File: src/design/vpsr_pkg.sv
// Shared types for the vector path segment resolver.
// Holds the command and segment codes and the input and result item layouts.
`default_nettype none
package vpsr_pkg;

	// Field widths fixed by the stream layout
	localparam int FIELD_BITS = 32;
	localparam int TDATA_BITS = 6 * FIELD_BITS;
	localparam int S_TUSER_BITS = 6;
	localparam int M_TUSER_BITS = 2;

	// Path command codes; code 7 is handled as close
	typedef enum logic [2:0] {
		CMD_MOVE   = 3'd0,
		CMD_LINE   = 3'd1,
		CMD_HORIZ  = 3'd2,
		CMD_VERT   = 3'd3,
		CMD_CUBIC  = 3'd4,
		CMD_SMOOTH = 3'd5,
		CMD_CLOSE  = 3'd6
	} cmd_t;

	// Result segment kinds
	typedef enum logic [1:0] {
		SEG_MOVE  = 2'd0,
		SEG_LINE  = 2'd1,
		SEG_CUBIC = 2'd2,
		SEG_CLOSE = 2'd3
	} seg_kind_t;

	typedef logic signed [FIELD_BITS-1:0] field_t;

	// One tokenized coordinate group
	typedef struct packed {
		cmd_t   cmd;
		logic   relative;
		logic   first_of_command;
		logic   path_start;
		field_t ctrl_one_x;
		field_t ctrl_one_y;
		field_t ctrl_two_x;
		field_t ctrl_two_y;
		field_t end_x;
		field_t end_y;
	} in_item_t;

	// One absolute segment
	typedef struct packed {
		seg_kind_t seg_kind;
		field_t    abs_c1_x;
		field_t    abs_c1_y;
		field_t    abs_c2_x;
		field_t    abs_c2_y;
		field_t    abs_end_x;
		field_t    abs_end_y;
	} out_item_t;

endpackage
`default_nettype wire

File: src/design/vector_path_segment_resolver_top.sv
// Top level of the vector path segment resolver: input register, path state,
// result register and stream handshakes. Depends on vpsr_pkg and vpsr_resolve.
//
// Usage:
//   Slave channel s_*: one tokenized coordinate group per item. s_tuser carries
//   the command and flags, s_tdata the six coordinates (Q16.16, signed).
//   Master channel m_*: one absolute segment per item. m_tuser carries the
//   segment kind, m_tdata the six absolute coordinates.
//   An accepted item moves from the input register to the result register and
//   then shows on m_*; a low m_tready with a full result register holds it.
//   Throughput: one item per cycle while m_tready is high. The current point,
//   last control point, curve flag and subpath start are updated by one
//   adder/mux level as each item moves from the input to the result register.
//   Stall: while m_tready is low a full result register holds; the input
//   register still takes one more item, then s_tready drops.
//   Reset: arst_n low empties both registers and zeroes all path state.
`default_nettype none
module vector_path_segment_resolver_top #(
	parameter int COORD_BITS = 32
) (
	input  logic         clk,
	input  logic         arst_n,
	input  logic         s_tvalid,
	output logic         s_tready,
	// ctrl_one_x, ctrl_one_y, ctrl_two_x, ctrl_two_y, end_x, end_y (32 each)
	input  logic [191:0] s_tdata,
	// cmd[2:0], relative[3], first_of_command[4], path_start[5]
	input  logic [5:0]   s_tuser,
	output logic         m_tvalid,
	input  logic         m_tready,
	// abs_c1_x, abs_c1_y, abs_c2_x, abs_c2_y, abs_end_x, abs_end_y (32 each)
	output logic [191:0] m_tdata,
	// seg_kind[1:0]
	output logic [1:0]   m_tuser
);

	typedef logic signed [COORD_BITS-1:0] coord_t;

	vpsr_pkg::in_item_t  item_in;
	vpsr_pkg::in_item_t  item_s1;
	vpsr_pkg::out_item_t res_c;
	vpsr_pkg::out_item_t res_s2;
	logic valid_s1, valid_s2;
	logic s2_load, adv, s_take;

	coord_t cur_x_q, cur_y_q, last_ctrl_x_q, last_ctrl_y_q, sub_x_q, sub_y_q;
	logic   prev_curve_q;
	coord_t n_cur_x, n_cur_y, n_lcx, n_lcy, n_sub_x, n_sub_y;
	logic   n_prev_curve;

	// Unpack the slave item
	always_comb begin
		item_in.cmd              = vpsr_pkg::cmd_t'(s_tuser[2:0]);
		item_in.relative         = s_tuser[3];
		item_in.first_of_command = s_tuser[4];
		item_in.path_start       = s_tuser[5];
		item_in.ctrl_one_x       = s_tdata[31:0];
		item_in.ctrl_one_y       = s_tdata[63:32];
		item_in.ctrl_two_x       = s_tdata[95:64];
		item_in.ctrl_two_y       = s_tdata[127:96];
		item_in.end_x            = s_tdata[159:128];
		item_in.end_y            = s_tdata[191:160];
	end

	// Handshake control
	assign s2_load  = !valid_s2 || m_tready;
	assign adv      = valid_s1 && s2_load;
	assign s_tready = !valid_s1 || s2_load;
	assign s_take   = s_tvalid && s_tready;

	always_ff @(posedge clk or negedge arst_n) begin
		if (!arst_n) begin
			valid_s1 <= 1'b0;
			valid_s2 <= 1'b0;
		end else begin
			if (s_tready)
				valid_s1 <= s_tvalid;
			if (s2_load)
				valid_s2 <= valid_s1;
		end
	end

	// Payload registers
	always_ff @(posedge clk) begin
		if (s_take)
			item_s1 <= item_in;
		if (adv)
			res_s2 <= res_c;
	end

	vpsr_resolve #(
		.COORD_BITS(COORD_BITS)
	) u_resolve (
		.item               (item_s1),
		.cur_x              (cur_x_q),
		.cur_y              (cur_y_q),
		.last_ctrl_x        (last_ctrl_x_q),
		.last_ctrl_y        (last_ctrl_y_q),
		.prev_was_curve     (prev_curve_q),
		.sub_start_x        (sub_x_q),
		.sub_start_y        (sub_y_q),
		.res                (res_c),
		.nxt_cur_x          (n_cur_x),
		.nxt_cur_y          (n_cur_y),
		.nxt_last_ctrl_x    (n_lcx),
		.nxt_last_ctrl_y    (n_lcy),
		.nxt_prev_was_curve (n_prev_curve),
		.nxt_sub_start_x    (n_sub_x),
		.nxt_sub_start_y    (n_sub_y)
	);

	// Path state, updated as each item moves to the result register
	always_ff @(posedge clk or negedge arst_n) begin
		if (!arst_n) begin
			cur_x_q       <= '0;
			cur_y_q       <= '0;
			last_ctrl_x_q <= '0;
			last_ctrl_y_q <= '0;
			prev_curve_q  <= 1'b0;
			sub_x_q       <= '0;
			sub_y_q       <= '0;
		end else if (adv) begin
			cur_x_q       <= n_cur_x;
			cur_y_q       <= n_cur_y;
			last_ctrl_x_q <= n_lcx;
			last_ctrl_y_q <= n_lcy;
			prev_curve_q  <= n_prev_curve;
			sub_x_q       <= n_sub_x;
			sub_y_q       <= n_sub_y;
		end
	end

	// Pack the master item
	assign m_tvalid = valid_s2;
	assign m_tuser  = res_s2.seg_kind;
	assign m_tdata  = {res_s2.abs_end_y, res_s2.abs_end_x, res_s2.abs_c2_y,
		res_s2.abs_c2_x, res_s2.abs_c1_y, res_s2.abs_c1_x};

	// Checks
	a_close_home: assert property (@(posedge clk) disable iff (!arst_n)
		adv && item_s1.cmd == vpsr_pkg::CMD_CLOSE && !item_s1.path_start
		|=> cur_x_q == $past(sub_x_q) && cur_y_q == $past(sub_y_q))
		else $error("close did not return to subpath start");

	a_curve_flag: assert property (@(posedge clk) disable iff (!arst_n)
		adv && (item_s1.cmd == vpsr_pkg::CMD_CUBIC || item_s1.cmd == vpsr_pkg::CMD_SMOOTH)
		|=> prev_curve_q)
		else $error("curve flag not set after cubic");

	a_stall_only_full: assert property (@(posedge clk) disable iff (!arst_n)
		!s_tready |-> valid_s1 && m_tvalid && !m_tready)
		else $error("input stalled with room in the pipeline");

	a_adv_shows: assert property (@(posedge clk) disable iff (!arst_n)
		adv |=> m_tvalid)
		else $error("advanced item missing on output");

endmodule
`default_nettype wire

File: src/design/vpsr_resolve.sv
// Combinational segment resolver: one coordinate group plus path state in,
// one absolute segment plus next path state out. Depends on vpsr_pkg.
`default_nettype none
module vpsr_resolve #(
	parameter int COORD_BITS = 32
) (
	input  vpsr_pkg::in_item_t        item,
	input  logic signed [COORD_BITS-1:0] cur_x,
	input  logic signed [COORD_BITS-1:0] cur_y,
	input  logic signed [COORD_BITS-1:0] last_ctrl_x,
	input  logic signed [COORD_BITS-1:0] last_ctrl_y,
	input  logic                         prev_was_curve,
	input  logic signed [COORD_BITS-1:0] sub_start_x,
	input  logic signed [COORD_BITS-1:0] sub_start_y,
	output vpsr_pkg::out_item_t       res,
	output logic signed [COORD_BITS-1:0] nxt_cur_x,
	output logic signed [COORD_BITS-1:0] nxt_cur_y,
	output logic signed [COORD_BITS-1:0] nxt_last_ctrl_x,
	output logic signed [COORD_BITS-1:0] nxt_last_ctrl_y,
	output logic                         nxt_prev_was_curve,
	output logic signed [COORD_BITS-1:0] nxt_sub_start_x,
	output logic signed [COORD_BITS-1:0] nxt_sub_start_y
);

	typedef logic signed [COORD_BITS-1:0] coord_t;

	coord_t cx, cy, lcx, lcy, ssx, ssy;
	logic   pwc;
	coord_t ox, oy;
	coord_t in_c1x, in_c1y, in_c2x, in_c2y, in_ex, in_ey;
	coord_t c1x, c1y, c2x, c2y, ex, ey;
	vpsr_pkg::seg_kind_t kind;

	// Path start wipes the stored points before this group is used
	always_comb begin
		cx  = item.path_start ? '0 : cur_x;
		cy  = item.path_start ? '0 : cur_y;
		lcx = item.path_start ? '0 : last_ctrl_x;
		lcy = item.path_start ? '0 : last_ctrl_y;
		pwc = item.path_start ? 1'b0 : prev_was_curve;
		ssx = item.path_start ? '0 : sub_start_x;
		ssy = item.path_start ? '0 : sub_start_y;
	end

	// Widen or narrow the 32-bit fields to the internal coordinate width
	assign in_c1x = coord_t'(item.ctrl_one_x);
	assign in_c1y = coord_t'(item.ctrl_one_y);
	assign in_c2x = coord_t'(item.ctrl_two_x);
	assign in_c2y = coord_t'(item.ctrl_two_y);
	assign in_ex  = coord_t'(item.end_x);
	assign in_ey  = coord_t'(item.end_y);

	// Offset for relative groups
	assign ox = item.relative ? cx : '0;
	assign oy = item.relative ? cy : '0;

	// Per-command resolution
	always_comb begin
		c1x = '0;
		c1y = '0;
		c2x = '0;
		c2y = '0;
		ex = ssx;
		ey = ssy;
		kind = vpsr_pkg::SEG_CLOSE;
		nxt_last_ctrl_x = lcx;
		nxt_last_ctrl_y = lcy;
		nxt_prev_was_curve = 1'b0;
		nxt_sub_start_x = ssx;
		nxt_sub_start_y = ssy;
		unique case (item.cmd)
			vpsr_pkg::CMD_MOVE, vpsr_pkg::CMD_LINE: begin
				ex = in_ex + ox;
				ey = in_ey + oy;
				kind = vpsr_pkg::SEG_LINE;
				// first group of a move opens a subpath
				if (item.cmd == vpsr_pkg::CMD_MOVE && item.first_of_command) begin
					kind = vpsr_pkg::SEG_MOVE;
					nxt_sub_start_x = ex;
					nxt_sub_start_y = ey;
				end
			end
			vpsr_pkg::CMD_HORIZ: begin
				ex = in_ex + ox;
				ey = cy;
				kind = vpsr_pkg::SEG_LINE;
			end
			vpsr_pkg::CMD_VERT: begin
				ex = cx;
				ey = in_ey + oy;
				kind = vpsr_pkg::SEG_LINE;
			end
			vpsr_pkg::CMD_CUBIC, vpsr_pkg::CMD_SMOOTH: begin
				if (item.cmd == vpsr_pkg::CMD_CUBIC) begin
					c1x = in_c1x + ox;
					c1y = in_c1y + oy;
				end else if (pwc) begin
					// reflect last control point about the current point
					c1x = (cx <<< 1) - lcx;
					c1y = (cy <<< 1) - lcy;
				end else begin
					c1x = cx;
					c1y = cy;
				end
				c2x = in_c2x + ox;
				c2y = in_c2y + oy;
				ex = in_ex + ox;
				ey = in_ey + oy;
				kind = vpsr_pkg::SEG_CUBIC;
				nxt_last_ctrl_x = c2x;
				nxt_last_ctrl_y = c2y;
				nxt_prev_was_curve = 1'b1;
			end
			default: begin
				// close, and the unused code: back to subpath start
				ex = ssx;
				ey = ssy;
				kind = vpsr_pkg::SEG_CLOSE;
			end
		endcase
	end

	assign nxt_cur_x = ex;
	assign nxt_cur_y = ey;

	// Result fields back to 32 bits, sign-extended or truncated
	always_comb begin
		res.seg_kind  = kind;
		res.abs_c1_x  = vpsr_pkg::field_t'(c1x);
		res.abs_c1_y  = vpsr_pkg::field_t'(c1y);
		res.abs_c2_x  = vpsr_pkg::field_t'(c2x);
		res.abs_c2_y  = vpsr_pkg::field_t'(c2y);
		res.abs_end_x = vpsr_pkg::field_t'(ex);
		res.abs_end_y = vpsr_pkg::field_t'(ey);
	end

endmodule
`default_nettype wire

File: config.mk
export PLATFORM = sky130hd
export DESIGN_NAME = vector_path_segment_resolver_top
export DESIGN_NICKNAME = d
export VERILOG_FILES = /design/src/design/vpsr_pkg.sv /design/src/design/vector_path_segment_resolver_top.sv /design/src/design/vpsr_resolve.sv
export SDC_FILE = /design/constraint.sdc
export NUM_CORES = 2
export LEC_CHECK = 0
export BUFFER_PORTS_ARGS = -buffer_cell sky130_fd_sc_hd__buf_2
export CORE_MARGIN = 4
export CORE_UTILIZATION = 45
export CTS_BUF_LIST = sky130_fd_sc_hd__clkbuf_4 sky130_fd_sc_hd__clkbuf_8
export CTS_CLUSTER_SIZE = 14
export DETAILED_ROUTE_END_ITERATION = 8
export PLACE_DENSITY = 0.74
export SYNTH_ARGS = -nofsm -noshare
export SYNTH_HDL_FRONTEND = slang
export SYNTH_SLANG_ARGS = --single-unit
File: constraint.sdc
create_clock -name clk -period 15.2 [get_ports clk]
set_input_delay 1.52 -clock clk [delete_from_list [all_inputs] [get_ports clk]]
set_output_delay 1.52 -clock clk [all_outputs]
set_load 0.005 [all_outputs]
==> impl_results.md <==
* Status: finished clean
* Cell Rows at 111
* Ys Warns at 0
* Synth top area share at 28.2%
* Dpl ws at 9860 ps
* WP data required at 15680 ps
* Drt drc at 0
* RSZ-0062 raised after global routing: no
* Clk_skew at 61.7 ps
* Slew Limit Headroom at 24.8%
* Finished Cell Area at 46500 sq um
* Inst Count DP at 5943
* Distinct cells, synth at 108
* Inserted Clock Buffers at 105
* Setup TNS at 0 ps
* Die Y-Extent at 313 um
* Wire per inst at 23.4 um
* HP Class: reg2reg
* Met2 usage at 46.2%
* WL final at 144 mm
* Crit-path slowest cell: buf_4
* Global routing's busiest layer: met2
* Vias in the first global route at 36000
* Post-synthesis cell count at 4651
* Worst slew pin tran at 1130 ps
* Post-layout min period at 5440 ps
* Vias at 37900
* GP Congestion at 0.942
* Clk slew on worst S/H paths at 60 ps
* Initial antenna violation count at 4
* Num Clock Sinks at 587
* Worst skew pair latency at 780 ps
* ANT nets after route at 0
* Critical path class: reg2reg
* Max Cap Viol at 0
* Total gr overflow at 0
* Post-Route Utilization at 50.6%
* Met3 usage at 4.26%
* CTS tree: yes
* Initial Utilization at 45.5%
* M1 GR Usage at 38.0%
* Leakage power at 18.4 nW
* Synth area leaders: edfxtp_1 28%, dfrtp_1 12%, xnor2_1 6.1%
* DP Wirelength at 101 mm
* Die Span X at 313 um
* Setup crit start kind: register
* Synth async-reset ratio at 33.2%
* First-pass GRT wire length at 216 mm
* FILL cells at 8501
* Post-CTS setup buffer count at 0
* Final Cycle Share at 35.8%
* Non-Filler Instances at 6142
* I/O pin count at 398
* Syn Nets at 4969
* PD cells at 124 nW/um^2
* Sequential fraction of the synthesis area at 39.9%
* Area grow syn2layout at 11.4%
* Initial DRC count at 4866
* # resized after CTS at 0
* CP Max Fanout at 98
* Post-CTS Hold Buffers at 0
* TritonRoute pass-1 iters at 8
* Peak VDD IR at 0.0000729 V
* Final setup fails at 0
* Max stage delay on crit path at 710 ps
* Die area at 97700 sq um
* Syn_area_per_cell at 8.97 sq um
* Post-DP Area at 44100 sq um
* Main synth FF type: edfxtp_1
* GRT Total Usage at 28.4%
* FMAX at 184 MHz
* CTS HTree Levels at 3
* Maximum clock path buffer count at 3
* Nets at 5125
* Vias per cell at 6.17
* Top post-synthesis cells by count: 518 x nand2_1, 392 x edfxtp_1, 348 x nor2_1, 345 x o21ai_0, 289 x xnor2_1
* Core footprint at 91800 sq um
* Worst EP arrival at 5920 ps
* Synth area leader: edfxtp_1
* Mapped Area at 41700 sq um
* CTS root buf: clkbuf_8
* Max-slew violations at 0
* Cell with the most instances after synthesis: nand2_1
* Final Hold Vio Count at 0
* EDFF count, synth at 392
* I/O Buffers at 397
* Seq cells post-synth at 587
* Final worst slack at 9760 ps
* Crit-path cells: buf_12 > nand2b_4 > buf_4 > a221oi_1 > a211oi_1 > nor3_1 > o21ai_1 > a41oi_1 > o311ai_2 > a21boi_1 > o41ai_2 > xor2_1 > nor2_1
* CP endpoint kind: register
* Layout cell share with drive strength beyond 1 at 15.0%
* Largest net degree at the start of global routing at 99
[final timing paths]
| path | depth (start not counted) | from | slack (ps) | end |
|---|---|---|---|---|
| worst max-delay path | 13 | item_s1[192] | 9760 | m_tdata[126] |
| worst min-delay path | 2 | cur_x_q[0] | 480 | cur_x_q[0] |
| worst max register to register | 13 | item_s1[192] | 9760 | m_tdata[126] |
| worst min register to register | 2 | cur_x_q[0] | 480 | cur_x_q[0] |
| max in group asynchronous | 2 | arst_n | 13000 | cur_x_q[0] |
| min in group asynchronous | 1 | arst_n | 780 | cur_x_q[5] |
[placed cells by master (no fill, tap or decap), types with 56 or more instances in the layout]
cell type and count:
a21oi_1 279, dfrtp_1 194, nand2_1 516, maj3_1 59, a22o_1 56, edfxtp_1 392
a31oi_1 131, a22oi_1 79, nand3_1 75, o22ai_1 73, ha_1 114, nor2_1 345
a21o_1 87, and2_1 59, o21ai_0 344, xnor2_1 289, buf_2 396, inv_1 118
nor2b_1 104, xor2_1 138, clkbuf_8 115
[routing by layer]
metal / part of all wire, % / vias up
met2: 46 / 1892
met3: 8.7 / 352
met5: 0 / -
met1: 40 / 18300
li1: - / 17400
met4: 4.6 / 0
[through the flow]
| stage | hold WS, ps | power [mW] |
|---|---|---|
| floorplan | 442 | 3.54 |
| global placement | 455 | 4.06 |
| detailed placement | 465 | 4.08 |
| CTS | 479 | 5.77 |
| global route | 498 | 6.08 |
| finish | 477 | 5.77 |
[cells by family after synthesis]
kind of cell	after synthesis	synth area share, %
AOI/OAI and AO/OA	1465	23.2
xor gates and xnor gates	427	8.96
muxes	55	1.36
and+or+nand+nor	1417	16.5
adders and majority gates	175	4.93
buffers and inverters	525	5.12
DFF	587	39.9
[where the power goes]
group | internal (mW) | switching [mW] | total [mW]
clock network | 0.949 | 0.718 | 1.67
logic | 0.777 | 1.12 | 1.89
registers | 1.92 | 0.297 | 2.21
total | 3.64 | 2.13 | 5.77
[sequential cells by signal, indices dropped and copies added, names as in the netlist]
register and cells:
sub_y_q 32, m_tuser 2, cur_y_q 32, m_tvalid 1, sub_x_q 32, cur_x_q 32, m_tdata 192, last_ctrl_x_q 32
valid_s1 1, prev_curve_q 1, last_ctrl_y_q 32, item_s1 198
[critical path, delay by kind of cell (launching register included)]
kind | cells | cell delay [ps]
and+or+nand+nor | 3 | 970
xor gates and xnor gates | 1 | 240
DFF | 1 | 380
AOI/OAI and AO/OA | 7 | 2310
buffers and inverters | 2 | 1160
[final cells by class]
type                       count  area, sq um  share of cell area [%]
antenna                        2         5.00                  0.0108
inverter                     122          465                    1.00
clock inverter                50          518                    1.11
tap                         1243         1560                    3.35
timing repair buffer         452         2420                    5.21
multi-input combinational   3539        23000                    49.6
clock buffer                 147         1820                    3.92
sequential                   587        16700                    35.8
Note: power is estimated with default switching activity, not from simulation.
